==> src/rtl/sha_pkg.sv <==
package sha_pkg;

  localparam int BLOCK_BYTES = 64;
  localparam int WORDS = 8;

  typedef enum logic [1:0] {
    MODE_APPEND  = 2'd0,
    MODE_DIGEST  = 2'd1,
    MODE_RESTART = 2'd2,
    MODE_UNUSED  = 2'd3
  } mode_t;

  // Word source for the schedule during the first sixteen rounds.
  typedef enum logic [1:0] {
    SRC_DATA = 2'd0,
    SRC_PAD  = 2'd1,
    SRC_ZERO = 2'd2,
    SRC_LEN  = 2'd3
  } word_src_t;

  // Commands from controller to datapath.
  typedef struct packed {
    logic        restart;
    logic        append;
    logic        start_block;
    logic        use_chain;
    logic        round_en;
    logic [5:0]  round;
    logic        finish_chain;
    logic        finish_copy;
    logic        load_word;
    logic [31:0] word_in;
    logic [2:0]  out_sel;
  } cmd_t;

  typedef struct packed {
    logic [5:0]  fill;
    logic [60:0] total;
  } status_t;

  localparam logic [31:0] INIT_HASH [WORDS] = '{
    32'h6a09e667, 32'hbb67ae85, 32'h3c6ef372, 32'ha54ff53a,
    32'h510e527f, 32'h9b05688c, 32'h1f83d9ab, 32'h5be0cd19
  };

  localparam logic [31:0] ROUND_K [64] = '{
    32'h428a2f98, 32'h71374491, 32'hb5c0fbcf, 32'he9b5dba5,
    32'h3956c25b, 32'h59f111f1, 32'h923f82a4, 32'hab1c5ed5,
    32'hd807aa98, 32'h12835b01, 32'h243185be, 32'h550c7dc3,
    32'h72be5d74, 32'h80deb1fe, 32'h9bdc06a7, 32'hc19bf174,
    32'he49b69c1, 32'hefbe4786, 32'h0fc19dc6, 32'h240ca1cc,
    32'h2de92c6f, 32'h4a7484aa, 32'h5cb0a9dc, 32'h76f988da,
    32'h983e5152, 32'ha831c66d, 32'hb00327c8, 32'hbf597fc7,
    32'hc6e00bf3, 32'hd5a79147, 32'h06ca6351, 32'h14292967,
    32'h27b70a85, 32'h2e1b2138, 32'h4d2c6dfc, 32'h53380d13,
    32'h650a7354, 32'h766a0abb, 32'h81c2c92e, 32'h92722c85,
    32'ha2bfe8a1, 32'ha81a664b, 32'hc24b8b70, 32'hc76c51a3,
    32'hd192e819, 32'hd6990624, 32'hf40e3585, 32'h106aa070,
    32'h19a4c116, 32'h1e376c08, 32'h2748774c, 32'h34b0bcb5,
    32'h391c0cb3, 32'h4ed8aa4a, 32'h5b9cca4f, 32'h682e6ff3,
    32'h748f82ee, 32'h78a5636f, 32'h84c87814, 32'h8cc70208,
    32'h90befffa, 32'ha4506ceb, 32'hbef9a3f7, 32'hc67178f2
  };

  function automatic logic [31:0] rotr(input logic [31:0] v, input int n);
    rotr = (v >> n) | (v << (32 - n));
  endfunction

endpackage

==> src/rtl/sha_if.sv <==
interface sha_in_if;
  logic       valid;
  logic       ready;
  logic [1:0] mode;
  logic [7:0] data_byte;
  modport source (output valid, mode, data_byte, input ready);
  modport sink (input valid, mode, data_byte, output ready);
endinterface

interface sha_out_if;
  logic        valid;
  logic        ready;
  logic [31:0] digest_word;
  logic [2:0]  word_index;
  logic        last_word;
  modport source (output valid, digest_word, word_index, last_word, input ready);
  modport sink (input valid, digest_word, word_index, last_word, output ready);
endinterface

==> src/rtl/sha_ram.sv <==
module sha_ram #(
  parameter int WIDTH = 8,
  parameter int DEPTH = 64
) (
  input  logic                     clk,
  input  logic                     we,
  input  logic [$clog2(DEPTH)-1:0] waddr,
  input  logic [WIDTH-1:0]         wdata,
  input  logic [$clog2(DEPTH)-1:0] raddr,
  output logic [WIDTH-1:0]         rdata
);
  logic [WIDTH-1:0] mem [DEPTH];

  always_ff @(posedge clk) begin
    if (we) begin
      mem[waddr] <= wdata;
    end
    rdata <= mem[raddr];
  end
endmodule

==> src/rtl/sha_datapath.sv <==
module sha_datapath (
  input  logic            clk,
  input  logic            rst,
  input  sha_pkg::cmd_t   cmd,
  output sha_pkg::status_t status,
  output logic [31:0]     out_word
);
  logic [31:0] chain [8];
  logic [31:0] hcopy [8];
  logic [31:0] v [8];
  logic [31:0] w [16];
  logic [5:0]  fill;
  logic [60:0] total;
  logic [31:0] wt, w15, w2, s0w, s1w, s1, ch, maj, s0, t1, t2;
  logic [31:0] base [8];

  assign status.fill = fill;
  assign status.total = total;

  always_comb begin
    w15 = w[1];
    w2 = w[14];
    s0w = sha_pkg::rotr(w15, 7) ^ sha_pkg::rotr(w15, 18) ^ (w15 >> 3);
    s1w = sha_pkg::rotr(w2, 17) ^ sha_pkg::rotr(w2, 19) ^ (w2 >> 10);
    wt = (cmd.round < 6'd16) ? cmd.word_in : (w[0] + s0w + w[9] + s1w);
    s1 = sha_pkg::rotr(v[4], 6) ^ sha_pkg::rotr(v[4], 11) ^ sha_pkg::rotr(v[4], 25);
    ch = (v[4] & v[5]) ^ (~v[4] & v[6]);
    t1 = v[7] + s1 + ch + sha_pkg::ROUND_K[cmd.round] + wt;
    s0 = sha_pkg::rotr(v[0], 2) ^ sha_pkg::rotr(v[0], 13) ^ sha_pkg::rotr(v[0], 22);
    maj = (v[0] & v[1]) ^ (v[0] & v[2]) ^ (v[1] & v[2]);
    t2 = s0 + maj;
    for (int j = 0; j < 8; j++) begin
      base[j] = cmd.use_chain ? chain[j] : hcopy[j];
    end
  end

  assign out_word = hcopy[cmd.out_sel];

  always_ff @(posedge clk) begin
    if (rst || cmd.restart) begin
      fill <= '0;
      total <= '0;
      for (int j = 0; j < 8; j++) begin
        chain[j] <= sha_pkg::INIT_HASH[j];
      end
    end else begin
      if (cmd.append) begin
        fill <= fill + 6'd1;
        total <= total + 61'd1;
      end
      if (cmd.finish_chain) begin
        for (int j = 0; j < 8; j++) begin
          chain[j] <= chain[j] + v[j];
        end
      end
    end
  end

  always_ff @(posedge clk) begin
    if (cmd.start_block) begin
      for (int j = 0; j < 8; j++) begin
        v[j] <= base[j];
        hcopy[j] <= base[j];
      end
    end else if (cmd.round_en) begin
      v[7] <= v[6]; v[6] <= v[5]; v[5] <= v[4]; v[4] <= v[3] + t1;
      v[3] <= v[2]; v[2] <= v[1]; v[1] <= v[0]; v[0] <= t1 + t2;
      for (int j = 0; j < 15; j++) begin
        w[j] <= w[j+1];
      end
      w[15] <= wt;
    end else if (cmd.finish_copy) begin
      for (int j = 0; j < 8; j++) begin
        hcopy[j] <= hcopy[j] + v[j];
      end
    end
  end
endmodule

==> src/rtl/sha_controller.sv <==
module sha_controller (
  input  logic             clk,
  input  logic             rst,
  sha_in_if.sink           in_ch,
  sha_out_if.source        out_ch,
  input  sha_pkg::status_t status,
  input  logic [31:0]      out_word,
  output sha_pkg::cmd_t    cmd,
  output logic             ram_we,
  output logic [5:0]       ram_waddr,
  output logic [5:0]       ram_raddr,
  input  logic [7:0]       ram_rdata
);
  typedef enum logic [5:0] {
    S_IDLE   = 6'b000001,
    S_START  = 6'b000010,
    S_ROUND  = 6'b000100,
    S_FINISH = 6'b001000,
    S_EMIT   = 6'b010000,
    S_FETCH  = 6'b100000
  } state_t;

  state_t      state, state_next;
  logic [6:0]  round;       // counts rounds; bit 6 unused beyond 63
  logic [1:0]  bsel;        // byte within word being gathered
  logic [23:0] gather;
  logic        digest;      // current compression is a digest pass
  logic        second;      // second padded block
  logic        two_blocks;
  logic [5:0]  n;
  logic [63:0] bits;
  logic [2:0]  idx;
  logic [31:0] pad_word;
  logic        accept;

  assign accept = in_ch.valid && in_ch.ready;
  assign in_ch.ready = (state == S_IDLE);
  assign bits = {status.total, 3'b000};

  // Padded byte at position p (0..127) of the padded message; the top bit of p selects the second block.
  function automatic logic [7:0] pad_byte(input logic [6:0] p, input logic [7:0] mem_b,
                                          input logic [5:0] nn, input logic [63:0] bb,
                                          input logic two);
    logic [6:0] lenp;
    logic [6:0] off;
    lenp = two ? 7'd120 : 7'd56;
    off = p - lenp;
    if (p < {1'b0, nn}) begin
      pad_byte = mem_b;
    end else if (p == {1'b0, nn}) begin
      pad_byte = 8'h80;
    end else if (p >= lenp) begin
      pad_byte = bb[8 * (7 - off[2:0]) +: 8];
    end else begin
      pad_byte = 8'h00;
    end
  endfunction

  // Byte-serial word gathering: each of the first sixteen rounds fetches its
  // word byte by byte from the block RAM, so a word is ready when its round runs.
  logic [6:0] bpos;
  assign bpos = {second, round[3:0], bsel};

  always_comb begin
    pad_word = {gather, pad_byte(bpos, ram_rdata, n, bits, two_blocks)};
    if (!digest) begin
      pad_word = {gather, ram_rdata};
    end
  end

  always_comb begin
    cmd = '0;
    cmd.round = round[5:0];
    cmd.word_in = pad_word;
    cmd.out_sel = idx;
    cmd.restart = accept && (in_ch.mode == sha_pkg::MODE_RESTART);
    cmd.append = accept && (in_ch.mode == sha_pkg::MODE_APPEND);
    cmd.start_block = (state == S_START);
    cmd.use_chain = !second;
    cmd.round_en = (state == S_ROUND);
    cmd.finish_chain = (state == S_FINISH) && !digest;
    cmd.finish_copy = (state == S_FINISH) && digest;
  end

  assign ram_we = cmd.append;
  assign ram_waddr = status.fill;
  assign ram_raddr = {round[3:0], bsel};

  always_comb begin
    state_next = state;
    case (state)
      S_IDLE: begin
        if (accept && in_ch.mode == sha_pkg::MODE_APPEND && status.fill == 6'd63) begin
          state_next = S_START;
        end else if (accept && in_ch.mode == sha_pkg::MODE_DIGEST) begin
          state_next = S_START;
        end
      end
      S_START: state_next = S_FETCH;
      S_FETCH: begin
        if (bsel == 2'd3) begin
          state_next = S_ROUND;
        end
      end
      S_ROUND: begin
        if (round == 7'd63) begin
          state_next = S_FINISH;
        end else if (round < 7'd15) begin
          state_next = S_FETCH;
        end
      end
      S_FINISH: begin
        if (digest && two_blocks && !second) begin
          state_next = S_START;
        end else if (digest) begin
          state_next = S_EMIT;
        end else begin
          state_next = S_IDLE;
        end
      end
      S_EMIT: begin
        if (out_ch.ready && idx == 3'd7) begin
          state_next = S_IDLE;
        end
      end
      default: state_next = S_IDLE;
    endcase
  end

  // The RAM read is registered, so the fetch address runs one byte ahead:
  // bsel addresses the byte, and gather takes it in the following cycle.
  logic [1:0] bsel_d;

  always_ff @(posedge clk) begin
    if (rst) begin
      state <= S_IDLE;
      round <= '0;
      bsel <= '0;
      idx <= '0;
      digest <= 1'b0;
      second <= 1'b0;
      bsel_d <= '0;
    end else begin
      state <= state_next;
      case (state)
        S_IDLE: begin
          second <= 1'b0;
          idx <= '0;
          round <= '0;
          bsel <= '0;
          if (accept) begin
            digest <= (in_ch.mode == sha_pkg::MODE_DIGEST);
            n <= (in_ch.mode == sha_pkg::MODE_DIGEST) ? status.fill : 6'd0;
            two_blocks <= status.fill > 6'd55;
          end
        end
        S_START: begin
          round <= '0;
          bsel <= '0;
        end
        S_FETCH: begin
          if (bsel != 2'd3) begin
            bsel <= bsel + 2'd1;
          end
        end
        S_ROUND: begin
          round <= round + 7'd1;
          bsel <= '0;
        end
        S_FINISH: begin
          if (digest && two_blocks && !second) begin
            second <= 1'b1;
          end
        end
        S_EMIT: begin
          if (out_ch.ready) begin
            idx <= idx + 3'd1;
          end
        end
        default: ;
      endcase
      bsel_d <= bsel;
    end
  end

  // Plain compressions take the stored bytes as they are; only digest
  // passes apply the padding.
  always_ff @(posedge clk) begin
    if (state == S_FETCH) begin
      if (digest) begin
        gather <= {gather[15:0], pad_byte({second, round[3:0], bsel_d}, ram_rdata, n, bits,
                                          two_blocks)};
      end else begin
        gather <= {gather[15:0], ram_rdata};
      end
    end
  end

  assign out_ch.valid = (state == S_EMIT);
  assign out_ch.digest_word = out_word;
  assign out_ch.word_index = idx;
  assign out_ch.last_word = (idx == 3'd7);

  a_ready_idle: assert property (@(posedge clk) disable iff (rst)
    in_ch.ready |-> !out_ch.valid) else $error("ready while emitting");
  a_idx_hold: assert property (@(posedge clk) disable iff (rst)
    out_ch.valid && !out_ch.ready |=> $stable(idx)) else $error("index moved in stall");
  a_round_range: assert property (@(posedge clk) disable iff (rst)
    state == S_ROUND |-> round < 7'd64) else $error("round overrun");
endmodule

==> src/rtl/sha256_stream_hasher.sv <==
// Streaming SHA-256 hasher.
// Input channel: mode selects append byte (0), read digest (1) or restart (2);
// data_byte is used by appends. Mode 3 is accepted and ignored.
// Output channel: eight transactions per digest read, word_index 0 first,
// last_word set on the eighth.
// Every 64th appended byte also starts a compression: sixteen word fetches
// of four bytes each from the block RAM plus 64 rounds of the shared round
// unit; the input channel waits until it ends.
// A digest read runs one or two such compressions on a copy of the chain
// hash, then presents its words; the input channel waits until all eight
// words are taken. When the receiver stalls, the current word is held.
// Reset (synchronous, rst high) loads the initial hash and clears the byte
// count; the block RAM contents are left as they are.
module sha256_stream_hasher (
  input logic       clk,
  input logic       rst,
  sha_in_if.sink    in_ch,
  sha_out_if.source out_ch
);
  sha_pkg::cmd_t    cmd;
  sha_pkg::status_t status;
  logic [31:0]      out_word;
  logic             ram_we;
  logic [5:0]       ram_waddr, ram_raddr;
  logic [7:0]       ram_rdata;

  sha_ram #(.WIDTH(8), .DEPTH(64)) u_ram (
    .clk(clk), .we(ram_we), .waddr(ram_waddr), .wdata(in_ch.data_byte),
    .raddr(ram_raddr), .rdata(ram_rdata)
  );

  sha_datapath u_dp (
    .clk(clk), .rst(rst), .cmd(cmd),
    .status(status), .out_word(out_word)
  );

  sha_controller u_ctl (
    .clk(clk), .rst(rst), .in_ch(in_ch), .out_ch(out_ch), .status(status),
    .out_word(out_word), .cmd(cmd), .ram_we(ram_we), .ram_waddr(ram_waddr),
    .ram_raddr(ram_raddr), .ram_rdata(ram_rdata)
  );
endmodule
==> src/flat_wrapper.sv <==
// flat-port wrapper written by rule: the top's interface ports become plain ports
module sha256_stream_hasher_flat 
  (clk, rst, in_ch_valid, in_ch_mode, in_ch_data_byte, in_ch_ready, out_ch_valid, out_ch_digest_word, out_ch_word_index, out_ch_last_word, out_ch_ready);
  sha_in_if in_ch_i ();
  sha_out_if out_ch_i ();
  input logic clk;
  input logic rst;
  input wire logic [$bits(in_ch_i.valid)-1:0] in_ch_valid;
  input wire logic [$bits(in_ch_i.mode)-1:0] in_ch_mode;
  input wire logic [$bits(in_ch_i.data_byte)-1:0] in_ch_data_byte;
  output wire logic [$bits(in_ch_i.ready)-1:0] in_ch_ready;
  output wire logic [$bits(out_ch_i.valid)-1:0] out_ch_valid;
  output wire logic [$bits(out_ch_i.digest_word)-1:0] out_ch_digest_word;
  output wire logic [$bits(out_ch_i.word_index)-1:0] out_ch_word_index;
  output wire logic [$bits(out_ch_i.last_word)-1:0] out_ch_last_word;
  input wire logic [$bits(out_ch_i.ready)-1:0] out_ch_ready;
  assign in_ch_i.valid = in_ch_valid;
  assign in_ch_i.mode = in_ch_mode;
  assign in_ch_i.data_byte = in_ch_data_byte;
  assign in_ch_ready = in_ch_i.ready;
  assign out_ch_valid = out_ch_i.valid;
  assign out_ch_digest_word = out_ch_i.digest_word;
  assign out_ch_word_index = out_ch_i.word_index;
  assign out_ch_last_word = out_ch_i.last_word;
  assign out_ch_i.ready = out_ch_ready;
  sha256_stream_hasher u_core (.clk(clk), .rst(rst), .in_ch(in_ch_i), .out_ch(out_ch_i));
endmodule
==> config.mk <==
export PLATFORM = sky130hd
export DESIGN_NAME = sha256_stream_hasher_flat
export DESIGN_NICKNAME = d
export VERILOG_FILES = /design/src/rtl/sha_pkg.sv /design/src/rtl/sha_if.sv /design/src/rtl/sha_ram.sv /design/src/rtl/sha_datapath.sv /design/src/rtl/sha_controller.sv /design/src/rtl/sha256_stream_hasher.sv /design/src/flat_wrapper.sv
export SDC_FILE = /design/constraint.sdc
export NUM_CORES = 2
export LEC_CHECK = 0
export BUFFER_PORTS_ARGS = -buffer_cell sky130_fd_sc_hd__buf_2
export CORE_MARGIN = 2
export CORE_UTILIZATION = 40
export DETAILED_ROUTE_END_ITERATION = 8
export RECOVER_POWER = 25
export REMOVE_ABC_BUFFERS = 1
export SLEW_MARGIN = 20
export SYNTH_ARGS = -nofsm -noshare
export SYNTH_HDL_FRONTEND = slang
export SYNTH_SLANG_ARGS = --single-unit
==> constraint.sdc <==
create_clock -name clk -period 37.3 [get_ports clk]
set_input_delay 7.46 -clock clk [delete_from_list [all_inputs] [get_ports clk]]
set_output_delay 7.46 -clock clk [all_outputs]
set_load 0.02 [all_outputs]
==> results_dict.tcl <==
set metrics [dict create \
    tightest_slew_ns 10.20 \
    die_w_um 538 \
    setup_viol 0 \
    ios 52 \
    final_nets 10600 \
    relSlewSlack_pct -580 \
    pwr_density_cell_mw_per_mm2 48.8 \
    synthCells 9737 \
    syn2layout_area_growth_pct 10.0 \
    failed_checks "capacitance limit, slew limit" \
    gp_congestion 0.942 \
    cts_tree "built" \
    drc_errors 0 \
    min_period_ns 12.45 \
    finalCritPeriodShare_pct 33.4 \
    hold_slack_ns 0.409 \
    synth_seq_area_share_pct 49.8 \
    status "finished, violations left" \
    cts_buffers 216 \
    regArea_mm2 0.0568 \
    clock_latency_ns 0.93 \
    drt-pass1-iter-count 7 \
    synth_cell_type_count 93 \
    critPathMaxFanout 200 \
    start_kind "register" \
    fillers 26200 \
    h-tree-depth 4 \
    dp_hpwl_um 248000 \
    end_kind "register" \
    synth-main-ff-cell "edfxtp_1" \
    row_count 196 \
    finalClockSkew_ns 0.0996 \
    avgSynthCellArea_um2 11.7 \
    dieArea_mm2 0.289 \
    async_flop_share_pct 0 \
    cts_root_buf "clkbuf_16" \
    vias 78900 \
    ys_ff_latch 1923 \
    yosysWarnings 0 \
    synth-edff-count 1823 \
    fin_tns_setup_ns 0 \
    crit_arrival_ns 12.97 \
    hold_viol 0 \
    grt_use_total_pct 23.4 \
    max-cap-violations 12 \
    grt_pass1_wl_um 508000 \
    drt-initial-drc-count 8211 \
    multi_input_area_mm2 0.0540 \
    totalWireLength_um 345000 \
    crit_chain "nor4_1 -> nand3b_1 -> clkinvlp_2 -> clkbuf_1 -> buf_4 -> buf_6" \
    p_leak_uw 0.0440 \
    grt_max_degree 201 \
    start_util_pct 40.1 \
    crit_slowest_cell "clkbuf_1" \
    hold_path.class "register to register" \
    overflow 0 \
    required_ns 37.82 \
    rsz0062_at_grt "false" \
    cts_setup_buffers 0 \
    ant_nets 0 \
    cts_sinks 1923 \
    wl_per_cell_um 25.3 \
    drive_above_1_share_pct 8.92 \
    netlist_area_mm2 0.114 \
    clockBufferDepth 4 \
    antenna_found_initial 10 \
    drv_slew 940 \
    portBuffers 51 \
    slowest_delay_ns 7.15 \
    hold_buffers 0 \
    crit_type "register to register" \
    ir_drop_v 0.0000487 \
    chipHeight_um 538 \
    via_per_inst 5.78 \
    coreArea_mm2 0.284 \
    path_clk_slew_ns 0.06 \
    max_freq_mhz 80.3 \
    cts_resized 0 \
    grt_pass1_vias 75900 \
]
path summary, 6_finish.rpt:
kind,from,end,slack (ns),depth (start not counted)
worst min-delay path,u_core.u_dp.w[0][173],u_core.u_dp.w[0][141],0.41,0
worst min register to register,u_core.u_dp.w[0][173],u_core.u_dp.w[0][141],0.41,0
worst max register to register,u_core.u_ctl.state[3],u_core.u_dp.w[0][60],24.85,6
worst max-delay path,u_core.u_ctl.state[3],u_core.u_dp.w[0][60],24.85,6
worst max-delay path: cells and delay by family, from the launching register on:
kind	cells	cell delay [ns]
DFF	1	0.34
and+or+nand+nor	2	0.50
buffers and inverters	4	11.10
stage by stage:
stage	setup WS (ns)	std cells	total power, uW	area, um2	util [%]
finish	24.85	13700	6120	125000	44.1
global route	23.38	13700	6390	125000	44.1
global placement	25.17	13300	3950	118000	41.6
floorplan	7.38	9333	3570	112000	-
detailed placement	25.20	13300	3970	118000	41.6
CTS	25.06	13600	6130	125000	44.1
cell usage after synthesis (127+ instances only):
| cell type | count | area, um2 |
|---|---|---|
| ha_1 | 670 | 8380 |
| xnor2_1 | 549 | 4810 |
| mux4_2 | 260 | 5860 |
| edfxtp_1 | 1823 | 54700 |
| mux2i_1 | 308 | 3080 |
| a21oi_1 | 995 | 4980 |
| o21ai_0 | 415 | 2080 |
| nor3_1 | 127 | 636 |
| nand2_1 | 481 | 1810 |
| a21o_1 | 268 | 2010 |
| clkbuf_1 | 335 | 1260 |
| inv_1 | 478 | 1790 |
| fa_1 | 205 | 4100 |
| xor2_1 | 251 | 2200 |
| nor2_1 | 1018 | 3820 |
final cells by class:
cell class / instances / area share [%]
Inverter: 481 / 1.44
Clock inverter: 119 / 1.05
Timing Repair Buffer: 161 / 0.900
Tap cell: 3762 / 3.75
Sequential cell: 1923 / 45.3
Multi-Input combinational cell: 6929 / 43.0
Clock buffer: 273 / 4.55
Antenna cell: 3 / 0.00598
layer usage:
metal	track usage, %	routed length (um)
met1	35.0	160000
met2	35.4	152000
met3	3.49	24900
met4	6.06	8580
met5	0	30
registers in the layout, indices dropped and copies added (netlist names), 8 cells and up, named ones only:
register             flops
u_core.u_dp.w          512
u_core.u_ram.mem       512
u_core.u_dp.chain      256
u_core.u_dp.hcopy      256
u_core.u_dp.v          256
u_core.u_dp.total       61
u_core.u_ctl.gather     24
u_core.u_ram.rdata       8
cells in the final DEF, fill, tap and decap left out, types with 41 or more instances in the layout:
master / synthesis / routed
edfxtp_1: 1823 / 1823
nor2_1: 1018 / 1015
a21oi_1: 995 / 994
ha_1: 670 / 670
xnor2_1: 549 / 549
nand2_1: 481 / 479
inv_1: 478 / 476
o21ai_0: 415 / 413
mux2i_1: 308 / 308
a21o_1: 268 / 267
mux4_2: 260 / 260
xor2_1: 251 / 251
clkbuf_16: 0 / 216
fa_1: 205 / 205
nor3_1: 127 / 125
nand3_1: 113 / 113
nand2b_1: 109 / 109
nor2b_1: 105 / 105
o21a_1: 103 / 103
buf_4: 4 / 98
dfxtp_1: 100 / 90
and3_1: 74 / 74
mux2_2: 75 / 74
a211oi_1: 73 / 73
or3_1: 72 / 72
a31oi_1: 62 / 62
o21bai_1: 60 / 60
clkbuf_1: 335 / 57
buf_2: 1 / 48
nand4_1: 41 / 41
cells by family after synthesis:
family	share of synthesized area, %
compound gates	12.3
xor+xnor	6.15
fa+ha+maj	11.1
buf+inv	2.94
flops	49.8
mux	8.58
simple gates	9.18
where the power goes:
| part | switching, uW | internal, uW |
|---|---|---|
| Combinational | 924 | 597 |
| Sequential | 40.2 | 2410 |
| Clock | 906 | 1250 |
Power figures use the tool's default switching activity.
